[src/hdl/mlrq_pkg.sv]
// Shared types and constants for the multilevel ready queue.
package mlrq_pkg;

    localparam int NUM_LEVELS_DEF = 32;
    localparam int FIFO_DEPTH_DEF = 8;

    localparam int OP_W     = 2;
    localparam int TASK_W   = 8;
    localparam int LEVEL_W  = 5;
    localparam int STATUS_W = 2;

    localparam logic [OP_W-1:0] OP_PUSH    = 2'd0;
    localparam logic [OP_W-1:0] OP_POP_TOP = 2'd1;
    localparam logic [OP_W-1:0] OP_POP_LVL = 2'd2;
    localparam logic [OP_W-1:0] OP_REMOVE  = 2'd3;

    localparam logic [STATUS_W-1:0] STAT_OK   = 2'd0;
    localparam logic [STATUS_W-1:0] STAT_MISS = 2'd1;
    localparam logic [STATUS_W-1:0] STAT_FULL = 2'd2;

    typedef struct packed {
        logic [OP_W-1:0]    op;
        logic [TASK_W-1:0]  task_id;
        logic [LEVEL_W-1:0] level;
    } in_t;

    typedef struct packed {
        logic [STATUS_W-1:0] status;
        logic [TASK_W-1:0]   task_out;
        logic [LEVEL_W-1:0]  top_level;
    } out_t;

    typedef struct packed {
        logic [OP_W-1:0]   op;
        logic [TASK_W-1:0] task_id;
    } cell_cmd_t;

    typedef struct packed {
        logic [STATUS_W-1:0] status;
        logic [TASK_W-1:0]   task_id;
    } cell_rsp_t;

    typedef enum logic [1:0] {
        S_IDLE,
        S_EXEC,
        S_SCAN,
        S_DONE
    } state_t;

endpackage

[src/hdl/mlrq_cell.sv]
// One priority level: shift-register FIFO of task ids with push, pop and remove.
module mlrq_cell #(
    parameter int DEPTH = mlrq_pkg::FIFO_DEPTH_DEF
) (
    input  logic                aclk,
    input  logic                aresetn,
    input  logic                exec,
    input  logic                sel,
    input  mlrq_pkg::cell_cmd_t cmd,
    input  logic                found_in,
    output logic                found_out,
    output logic                is_top,
    output mlrq_pkg::cell_rsp_t rsp
);

    localparam int CNT_W = $clog2(DEPTH + 1);

    logic [mlrq_pkg::TASK_W-1:0] entry_reg  [DEPTH];
    logic [mlrq_pkg::TASK_W-1:0] entry_next [DEPTH];
    logic [CNT_W-1:0]            count_reg;
    logic [CNT_W-1:0]            count_next;
    logic                        match;
    logic [CNT_W-1:0]            match_idx;
    logic                        nonempty;

    assign nonempty  = (count_reg != '0);
    assign found_out = found_in | nonempty;
    assign is_top    = nonempty & ~found_in;

    // first live entry equal to the task id, nearest the head
    always_comb begin
        match     = 1'b0;
        match_idx = '0;
        for (int i = 0; i < DEPTH; i++) begin
            if (!match && (CNT_W'(i) < count_reg) && (entry_reg[i] == cmd.task_id)) begin
                match     = 1'b1;
                match_idx = CNT_W'(i);
            end
        end
    end

    always_comb begin
        entry_next      = entry_reg;
        count_next      = count_reg;
        rsp.status      = mlrq_pkg::STAT_MISS;
        rsp.task_id     = '0;
        case (cmd.op)
            mlrq_pkg::OP_PUSH: begin
                if (count_reg == CNT_W'(DEPTH)) begin
                    rsp.status = mlrq_pkg::STAT_FULL;
                end else begin
                    rsp.status = mlrq_pkg::STAT_OK;
                    for (int i = 0; i < DEPTH; i++) begin
                        if (CNT_W'(i) == count_reg) begin
                            entry_next[i] = cmd.task_id;
                        end
                    end
                    count_next = count_reg + 1'b1;
                end
            end
            mlrq_pkg::OP_POP_TOP, mlrq_pkg::OP_POP_LVL: begin
                if (nonempty) begin
                    rsp.status  = mlrq_pkg::STAT_OK;
                    rsp.task_id = entry_reg[0];
                    for (int i = 0; i < DEPTH - 1; i++) begin
                        entry_next[i] = entry_reg[i+1];
                    end
                    count_next = count_reg - 1'b1;
                end
            end
            mlrq_pkg::OP_REMOVE: begin
                if (match) begin
                    rsp.status  = mlrq_pkg::STAT_OK;
                    rsp.task_id = cmd.task_id;
                    for (int i = 0; i < DEPTH - 1; i++) begin
                        if (CNT_W'(i) >= match_idx) begin
                            entry_next[i] = entry_reg[i+1];
                        end
                    end
                    count_next = count_reg - 1'b1;
                end
            end
            default: begin
            end
        endcase
    end

    always_ff @(posedge aclk) begin
        if (!aresetn) begin
            count_reg <= '0;
        end else if (exec && sel) begin
            count_reg <= count_next;
        end
    end

    always_ff @(posedge aclk) begin
        if (exec && sel) begin
            entry_reg <= entry_next;
        end
    end

endmodule

[config.mk]
export PLATFORM = sky130hd
export DESIGN_NAME = mlrq_cell
export DESIGN_NICKNAME = d
export VERILOG_FILES = /design/src/hdl/mlrq_pkg.sv /design/src/hdl/mlrq_cell.sv
export SDC_FILE = /design/constraint.sdc
export NUM_CORES = 1
export LEC_CHECK = 0
export ABC_AREA = 1
export ABC_CLOCK_PERIOD_IN_PS = 2600
export BUFFER_PORTS_ARGS = -buffer_cell sky130_fd_sc_hd__clkbuf_2
export CAP_MARGIN = 10
export CELL_PAD_IN_SITES_DETAIL_PLACEMENT = 1
export CELL_PAD_IN_SITES_GLOBAL_PLACEMENT = 2
export CORE_UTILIZATION = 29
export CTS_BUF_LIST = sky130_fd_sc_hd__clkbuf_16
export DETAILED_ROUTE_END_ITERATION = 6
export GPL_TIMING_DRIVEN = 0
export MAX_ROUTING_LAYER = met4
export PLACE_DENSITY = 0.69
export SLEW_MARGIN = 20
export SYNTH_ARGS = -nofsm -noshare
export SYNTH_HDL_FRONTEND = slang
export SYNTH_SLANG_ARGS = --single-unit
export TNS_END_PERCENT = 1
[constraint.sdc]
create_clock -name aclk -period 2.6 [get_ports aclk]
set_clock_uncertainty 0.15 [all_clocks]
set_input_delay 0.52 -clock aclk [delete_from_list [all_inputs] [get_ports aclk]]
set_output_delay 0.52 -clock aclk [all_outputs]
set_load 0.005 [all_outputs]
==> metrics.txt, run 1 <==
# TYPE chip_impl_metric gauge
chip_impl_metric{name="grt_max_degree",unit=""} 12
chip_impl_metric{name="drt.antenna.violating_nets",unit=""} 0
chip_impl_metric{name="layout_fillers",unit=""} 1768
chip_impl_metric{name="seq_area",unit="µm²"} 2010
chip_impl_metric{name="first_pass_grt_wire_length",unit="mm"} 24.4
chip_impl_metric{name="synthesis.nets",unit=""} 591
chip_impl_info{name="min-delay-path-class",value="primary input to flip-flop"} 1
chip_impl_metric{name="syn_area",unit="µm²"} 4370
chip_impl_metric{name="reg2regPathDepth",unit=""} 17
chip_impl_metric{name="syn-mean-instance-area",unit="µm²"} 7.68
chip_impl_metric{name="clock_network_latency_to_the_later_pin_of_the_worst_skew_pair",unit="ps"} 340
chip_impl_metric{name="switching_share",unit=""} 0.288
chip_impl_metric{name="placedCellCount",unit=""} 779
chip_impl_metric{name="num_io_pins",unit=""} 27
chip_impl_metric{name="p_seq_frac",unit=""} 0.421
chip_impl_info{name="timing.rr.start",value="count_reg[0]"} 1
chip_impl_metric{name="max_cap_viols",unit=""} 0
chip_impl_info{name="startpoint_type",value="flip-flop"} 1
chip_impl_info{name="setup_repair_after_global_routing_missed_its_margin",value="yes"} 1
chip_impl_metric{name="critPathArrivalTime",unit="ps"} 2240
chip_impl_metric{name="yosys_warnings",unit=""} 0
chip_impl_metric{name="grt_antenna_before_repair",unit=""} 0
chip_impl_metric{name="detail_route.drc_violations",unit=""} 1
chip_impl_metric{name="report.final.setup_viol",unit=""} 65
chip_impl_metric{name="initial_core_util",unit=""} 0.298
chip_impl_metric{name="timing_max_transition_violations_final",unit=""} 0
chip_impl_info{name="result_of_the_run",value="finished, violations left"} 1
chip_impl_metric{name="gr-total-overflow",unit=""} 0
chip_impl_metric{name="leakage",unit="nW"} 2.42
chip_impl_info{name="hold_path_endpoint",value="count_reg[1]"} 1
chip_impl_metric{name="r2r_slack",unit="ps"} -170
chip_impl_metric{name="cts-root-to-sink-buffers",unit=""} 2
chip_impl_metric{name="hpwl",unit="mm"} 11.6
chip_impl_metric{name="route.layer.met1.wl",unit="mm"} 7.80
chip_impl_metric{name="die_h",unit="µm"} 125
chip_impl_metric{name="routed_wl",unit="mm"} 16.1
chip_impl_metric{name="dr.pass1.iters",unit=""} 6
chip_impl_metric{name="netSwitchingPower",unit="mW"} 0.879
chip_impl_info{name="worstSetupPathType",value="flip-flop to primary output"} 1
chip_impl_metric{name="syn2layout_area_growth",unit="%"} 28.7
chip_impl_metric{name="total_power",unit="mW"} 3.05
chip_impl_metric{name="fmax",unit="GHz"} 0.344
chip_impl_metric{name="fin_crit_sh",unit=""} 1.12
chip_impl_metric{name="setup_tns",unit="ps"} -6060
chip_impl_metric{name="synth_sequential_area_ratio",unit=""} 0.458
chip_impl_metric{name="dpl_worst_slack",unit="ps"} -852
chip_impl_metric{name="hold_viol_final",unit=""} 0
chip_impl_metric{name="routed_wire_length_per_instance",unit="µm"} 19.6
chip_impl_metric{name="p_per_area",unit="nW/µm²"} 543
chip_impl_metric{name="fin_crit",unit="ps"} 2910
chip_impl_metric{name="cts_hold_repair_buffers",unit=""} 0
chip_impl_metric{name="yosys_register_bits",unit=""} 68
chip_impl_metric{name="routed_wire_length_on_met2",unit="mm"} 7.55
chip_impl_info{name="end_kind",value="primary output"} 1
chip_impl_metric{name="post_dp_cell_area",unit="µm²"} 4750
chip_impl_metric{name="fin_area",unit="µm²"} 5630
chip_impl_metric{name="htree_levels",unit=""} 3
chip_impl_metric{name="layout-drive-gt1-share",unit=""} 0.233
chip_impl_info{name="worst_hold_startpoint",value="aresetn"} 1
chip_impl_info{name="clock_tree_from_tritoncts",value="done"} 1
chip_impl_info{name="violations",value="design-rule violations, negative setup slack"} 1
chip_impl_metric{name="num_antenna_cells",unit=""} 0
chip_impl_metric{name="area_of_combinational_cells_with_multiple_inputs",unit="µm²"} 2260
chip_impl_metric{name="first_iter_violations",unit=""} 239
chip_impl_metric{name="cts_num_sinks",unit=""} 68
chip_impl_metric{name="die_w",unit="µm"} 125
chip_impl_info{name="ctsRootBufferMaster",value="clkbuf_16"} 1
chip_impl_metric{name="via_per_inst",unit=""} 5.01
chip_impl_metric{name="largest_reg_flops",unit=""} 64
chip_impl_metric{name="post_synth_inst_count",unit=""} 569
chip_impl_metric{name="combPwrFrac",unit=""} 0.177
chip_impl_metric{name="cts_buffers",unit=""} 9
chip_impl_metric{name="grt_usage",unit=""} 0.218
chip_impl_metric{name="power.internal",unit="mW"} 2.17
chip_impl_metric{name="vias",unit=""} 4124
chip_impl_metric{name="timing.final.ws_setup",unit="ps"} -310
chip_impl_metric{name="final-instance-count-excl-fill",unit=""} 823
chip_impl_metric{name="routed-wl-met3",unit="µm"} 448
chip_impl_metric{name="path_max_fanout",unit=""} 8
chip_impl_metric{name="globalplace.congestion",unit=""} 0.816
chip_impl_metric{name="first_global_vias",unit=""} 4190
chip_impl_metric{name="synth_cell_types",unit=""} 34
chip_impl_metric{name="power.ir.vdd_worst",unit="mV"} 0.302
chip_impl_metric{name="required_arrival_time_at_the_worst_endpoint",unit="ps"} 1930
chip_impl_metric{name="power_frac_clock",unit=""} 0.402
chip_impl_metric{name="design.final.nets",unit=""} 656
chip_impl_info{name="critical_path.reg2reg.endpoint",value="entry_reg[42]"} 1
chip_impl_info{name="route.top_layer_used",value="met4"} 1
chip_impl_metric{name="die-area",unit="µm²"} 15600
chip_impl_metric{name="worstHoldPathCells",unit=""} 3
chip_impl_metric{name="std_cell_rows",unit=""} 44
chip_impl_metric{name="cts.reportedPaths.clkPinSlew",unit="ps"} 50
chip_impl_metric{name="worst_slew_pin_slew",unit="ps"} 829
chip_impl_metric{name="core_area",unit="µm²"} 14600
chip_impl_metric{name="place.port_buffers",unit=""} 26
chip_impl_metric{name="timing.max_slew.rel_slack",unit=""} 0.447
stage by stage:
| step | util | hold slack [ps] |
|---|---|---|
| 2_1_floorplan | - | 382 |
| 3_3_place_gp | 0.323 | 408 |
| 3_5_place_dp | 0.324 | 422 |
| 4_1_cts | 0.366 | 227 |
| 5_1_grt | 0.384 | 248 |
| 6_report | 0.384 | 243 |
how the worst max path moves through the flow:
stage / startpoint / end / cells past startpoint / slack, ps
floorplan: count_reg[0] / entry_reg[48] / 11 / -190
finish: count_reg[0] / rsp[0] / 14 / -310
global placement: cmd[8] / entry_reg[1] / 7 / -1220
detailed placement: cmd[2] / entry_reg[33] / 16 / -850
global route: count_reg[0] / rsp[3] / 14 / -420
CTS: count_reg[0] / rsp[4] / 14 / -400
final cells by class:
type	instances	share of cell area
Multi-Input combinational cell	409	0.401
Sequential cell	68	0.358
Timing Repair Buffer	55	0.0683
Inverter	74	0.0558
Tap cell	184	0.0409
Clock buffer	9	0.0400
Buffer	17	0.0254
Clock inverter	7	0.0105
cell usage after synthesis:
cell,instances,share of area
nand2_1,192,0.16
inv_1,71,0.061
edfxtp_1,64,0.44
nor2_1,50,0.043
o21ai_0,48,0.055
nand3_1,22,0.025
a21oi_1,19,0.022
xor2_1,14,0.028
nand4_1,12,0.017
nor3_1,12,0.014
xnor2_1,10,0.020
clkbuf_1,8,0.0069
ha_1,7,0.020
buf_4,6,0.010
dfxtp_1,4,0.018
nand3b_1,3,0.0052
nor2_2,3,0.0043
nor2_4,3,0.0077
a211oi_1,2,0.0034
a31oi_1,2,0.0029
buf_6,2,0.0052
inv_2,2,0.0017
o22ai_1,2,0.0029
a41oi_1,1,0.0020
and2_1,1,0.0014
and3_1,1,0.0014
buf_1,1,0.00086
buf_2,1,0.0011
clkinv_1,1,0.00086
nand2_2,1,0.0014
nand3_2,1,0.0023
nand3_4,1,0.0040
nand4_4,1,0.0049
or2_2,1,0.0014
metal layers:
layer  up-vias  GRT usage
met1      2054      0.288
li1       1987          -
met5         -          -
met2        64      0.344
met4         0     0.0799
met3        19     0.0275
cell usage in the layout (no fill, tap or decap), types with 14 or more instances in the layout:
master | Yosys | layout
nand2_1 | 192 | 182
edfxtp_1 | 64 | 64
inv_1 | 71 | 61
o21ai_0 | 48 | 43
nor2_1 | 50 | 39
buf_4 | 6 | 29
clkbuf_2 | 0 | 23
a21oi_1 | 19 | 16
xor2_1 | 14 | 14
worst max-delay path, stage by stage, from the launching register on:
cell and delay, ps:
dfxtp_4 410, inv_4 60, ha_4 180, nand2_4 80
nand2_2 60, nor2_2 130, nand2_2 80, nor2_4 140
nor2_4 50, nand3_2 80, nor2_4 60, nand3_4 150
nand3_2 80, a21oi_1 180, clkbuf_2 140
power groups by stage:
| stage | registers, mW | logic, mW | clock network (mW) |
|---|---|---|---|
| 2_1_floorplan | 1.30 | 0.284 | 0 |
| 3_3_place_gp | 1.30 | 0.435 | 0 |
| 3_5_place_dp | 1.31 | 0.442 | 0 |
| 4_1_cts | 1.28 | 0.494 | 1.24 |
| 5_1_grt | 1.29 | 0.592 | 1.28 |
| 6_report | 1.29 | 0.541 | 1.23 |
repair_timing:
action / 4_1_cts / 5_1_grt
endpoints found under the hold margin: 0 / 0
resized for setup: 70 / 40
endpoints found under the setup margin: 127 / 65
pin swaps: 16 / 28
setup buffers: 12 / 17
logic make-up after synthesis:
| family | Yosys count | share of synthesized area |
|---|---|---|
| AND/OR/NAND/NOR | 304 | 0.298 |
| buffers and inverters | 92 | 0.0879 |
| AO/OA/AOI/OAI | 74 | 0.0879 |
| flip-flops | 68 | 0.458 |
| XOR/XNOR | 24 | 0.0481 |
| adder cells (fa/ha/maj) | 7 | 0.0200 |
No activity file was read; power rests on OpenSTA's default activity.
==> run 2, diff against run 1 <==
- ABC_CLOCK_PERIOD_IN_PS: 2600 -> 3600
- PLACE_DENSITY: 0.69 -> 0.66
- clock period: 2.6 -> 3.6 ns (I/O delays scaled with it)
==> run 2 against run 1 <==
  * The run now ends clean
  * Clock power decreased by 29%
  * Worst setup slack gained 500 ps
  * Non-clock buffer count is 25 lower
  * Largest cell class unchanged
  * Hold slack improved by 180 ps
  * Core utilization decreased by 3.7 points
  * Wire length fell by 4.0%
  * Die area did not move
  * Sequential power fell by 28%
  * Critical path depth down 1
  * Sequential share of layout area rose by 3.6 points
  * Global-route usage down 0.33 points
  * Combinational power is 40% lower
==> metrics.txt, run 2 (synthesis results as in run 1) <==
# TYPE chip_impl_metric gauge
chip_impl_metric{name="cts_num_sinks",unit=""} 68
chip_impl_metric{name="power.ir.vdd_worst",unit="mV"} 0.225
chip_impl_metric{name="worst_slew_pin_slew",unit="ps"} 863
chip_impl_metric{name="first_global_vias",unit=""} 4051
chip_impl_info{name="ctsRootBufferMaster",value="clkbuf_16"} 1
chip_impl_metric{name="cts-root-to-sink-buffers",unit=""} 2
chip_impl_metric{name="fmax",unit="GHz"} 0.293
chip_impl_metric{name="htree_levels",unit=""} 3
chip_impl_metric{name="drt.antenna.violating_nets",unit=""} 0
chip_impl_metric{name="placedCellCount",unit=""} 780
chip_impl_metric{name="cts.reportedPaths.clkPinSlew",unit="ps"} 60
chip_impl_metric{name="final-instance-count-excl-fill",unit=""} 798
chip_impl_metric{name="layout_fillers",unit=""} 1798
chip_impl_metric{name="place.port_buffers",unit=""} 26
chip_impl_metric{name="timing_max_transition_violations_final",unit=""} 0
chip_impl_info{name="min-delay-path-class",value="flip-flop to flip-flop"} 1
chip_impl_metric{name="hpwl",unit="mm"} 11.6
chip_impl_metric{name="die_w",unit="µm"} 125
chip_impl_metric{name="detail_route.drc_violations",unit=""} 0
chip_impl_metric{name="first_iter_violations",unit=""} 264
chip_impl_metric{name="leakage",unit="nW"} 2.27
chip_impl_metric{name="die-area",unit="µm²"} 15600
chip_impl_metric{name="hold_viol_final",unit=""} 0
chip_impl_info{name="result_of_the_run",value="completed"} 1
chip_impl_metric{name="path_max_fanout",unit=""} 10
chip_impl_metric{name="globalplace.congestion",unit=""} 0.812
chip_impl_info{name="worst_hold_startpoint",value="entry_reg[31]"} 1
chip_impl_metric{name="seq_area",unit="µm²"} 2000
chip_impl_metric{name="report.final.setup_viol",unit=""} 0
chip_impl_metric{name="first_pass_grt_wire_length",unit="mm"} 23.7
chip_impl_metric{name="p_per_area",unit="nW/µm²"} 419
chip_impl_metric{name="num_io_pins",unit=""} 27
chip_impl_info{name="highest_count_cells_in_the_layout_ignoring_fill_and_taps",value="nand2_1 (192), inv_1 (70), edfxtp_1 (64), nor2_1 (49), o21ai_0 (46)"} 1
chip_impl_metric{name="num_antenna_cells",unit=""} 0
chip_impl_metric{name="max_cap_viols",unit=""} 0
chip_impl_metric{name="grt_antenna_before_repair",unit=""} 0
chip_impl_info{name="timing.critical_path.from",value="cmd[1]"} 1
chip_impl_metric{name="grt_max_degree",unit=""} 12
chip_impl_metric{name="largest_reg_flops",unit=""} 64
chip_impl_metric{name="vias",unit=""} 3956
chip_impl_metric{name="total_power",unit="mW"} 2.13
chip_impl_metric{name="grt_usage",unit=""} 0.215
chip_impl_metric{name="routed_wl",unit="mm"} 15.5
chip_impl_info{name="worstSetupPathType",value="primary input to primary output"} 1
chip_impl_metric{name="required_arrival_time_at_the_worst_endpoint",unit="ps"} 2730
chip_impl_info{name="end_kind",value="primary output"} 1
chip_impl_info{name="setup_repair_after_global_routing_missed_its_margin",value="no"} 1
chip_impl_metric{name="critPathArrivalTime",unit="ps"} 2540
chip_impl_info{name="timing.rr.start",value="count_reg[1]"} 1
chip_impl_metric{name="fin_area",unit="µm²"} 5090
chip_impl_metric{name="timing.max_slew.rel_slack",unit=""} 0.421
chip_impl_info{name="clock_tree_from_tritoncts",value="done"} 1
chip_impl_metric{name="routed_wire_length_per_instance",unit="µm"} 19.4
chip_impl_metric{name="gr-total-overflow",unit=""} 0
chip_impl_metric{name="die_h",unit="µm"} 125
chip_impl_metric{name="via_per_inst",unit=""} 4.96
chip_impl_info{name="startpoint_type",value="primary input"} 1
chip_impl_metric{name="finish.utilization",unit=""} 0.348
chip_impl_metric{name="layout-drive-gt1-share",unit=""} 0.119
chip_impl_info{name="most_common_cell_after_layout_fill_and_taps_aside",value="nand2_1"} 1
chip_impl_metric{name="post_dp_cell_area",unit="µm²"} 4750
chip_impl_metric{name="area_of_combinational_cells_with_multiple_inputs",unit="µm²"} 2020
chip_impl_metric{name="fin_crit",unit="ps"} 3410
chip_impl_metric{name="std_cell_rows",unit=""} 44
chip_impl_metric{name="dr.pass1.iters",unit=""} 4
chip_impl_metric{name="design.final.nets",unit=""} 631
chip_impl_metric{name="fin_crit_sh",unit=""} 0.948
chip_impl_metric{name="clock_network_latency_to_the_later_pin_of_the_worst_skew_pair",unit="ps"} 350
chip_impl_metric{name="core_area",unit="µm²"} 14600
chip_impl_metric{name="initial_core_util",unit=""} 0.298
chip_impl_metric{name="cts_buffers",unit=""} 9
chip_impl_metric{name="syn2layout_area_growth",unit="%"} 16.5
run 2: cell count changes in the layout (fill, tap and decap cells not counted), moves of 10 or more:
cell	previous run	this run
buf_4	29	8
nand3_1	9	21
nand3_2	13	1
nand2_1	182	192
nor2_1	39	49
run 2: power by group:
part,internal (mW),total [mW],switching (mW)
registers,0.906,0.926,0.0199
logic,0.101,0.327,0.226
clock network,0.526,0.878,0.351
total,1.53,2.13,0.597
run 2: routing by layer:
layer	global-route usage	share of wire	up-vias
met1	0.287	0.49	1925
met3	0.0326	0.044	19
met4	0.0784	0.018	0
li1	-	-	1931
met5	-	0	-
met2	0.330	0.45	81
run 2: what timing repair did:
action,CTS,global route
hold buffers,0,0
resized for setup,3,9
setup endpoints to repair,8,9
hold endpoints to repair,0,0
pin swaps,0,0
gates cloned,0,0
buffers inserted,0,2
run 2: final timing paths:
path / end / slack (ps) / cells past startpoint
setup / recovery: rsp[8] / 190 / 13
hold / removal: entry_reg[39] / 420 / 2
setup reg to reg: entry_reg[20] / 320 / 13
hold reg to reg: entry_reg[39] / 420 / 2
run 2: through the flow:
step	worst slack (ps)	hold slack, ps	setup TNS, ps
after floorplan	612	381	0
after global placement	-465	404	-10080
after detailed placement	-112	414	-3420
after CTS	60.9	407	0
after global routing	7.17	430	0
final	188	424	0
run 2: layout make-up:
| cell class | count | area share |
|---|---|---|
| clock inverter | 7 | 0.0116 |
| tap | 184 | 0.0452 |
| inverter | 74 | 0.0560 |
| sequential | 68 | 0.394 |
| timing repair buffer | 29 | 0.0300 |
| buffer | 18 | 0.0221 |
| clock buffer | 9 | 0.0442 |
| multi-input combinational | 409 | 0.397 |
run 2: critical path: stages:
cell      delay, ps
clkbuf_2        150
clkbuf_4        290
nand2_1          80
nand2_1          60
nor2_1           40
nand3_1         130
nor2_1           90
nor2_2          200
nand3_2         110
nor2_4          180
nand4_4         190
a21oi_1         180
clkbuf_2        130
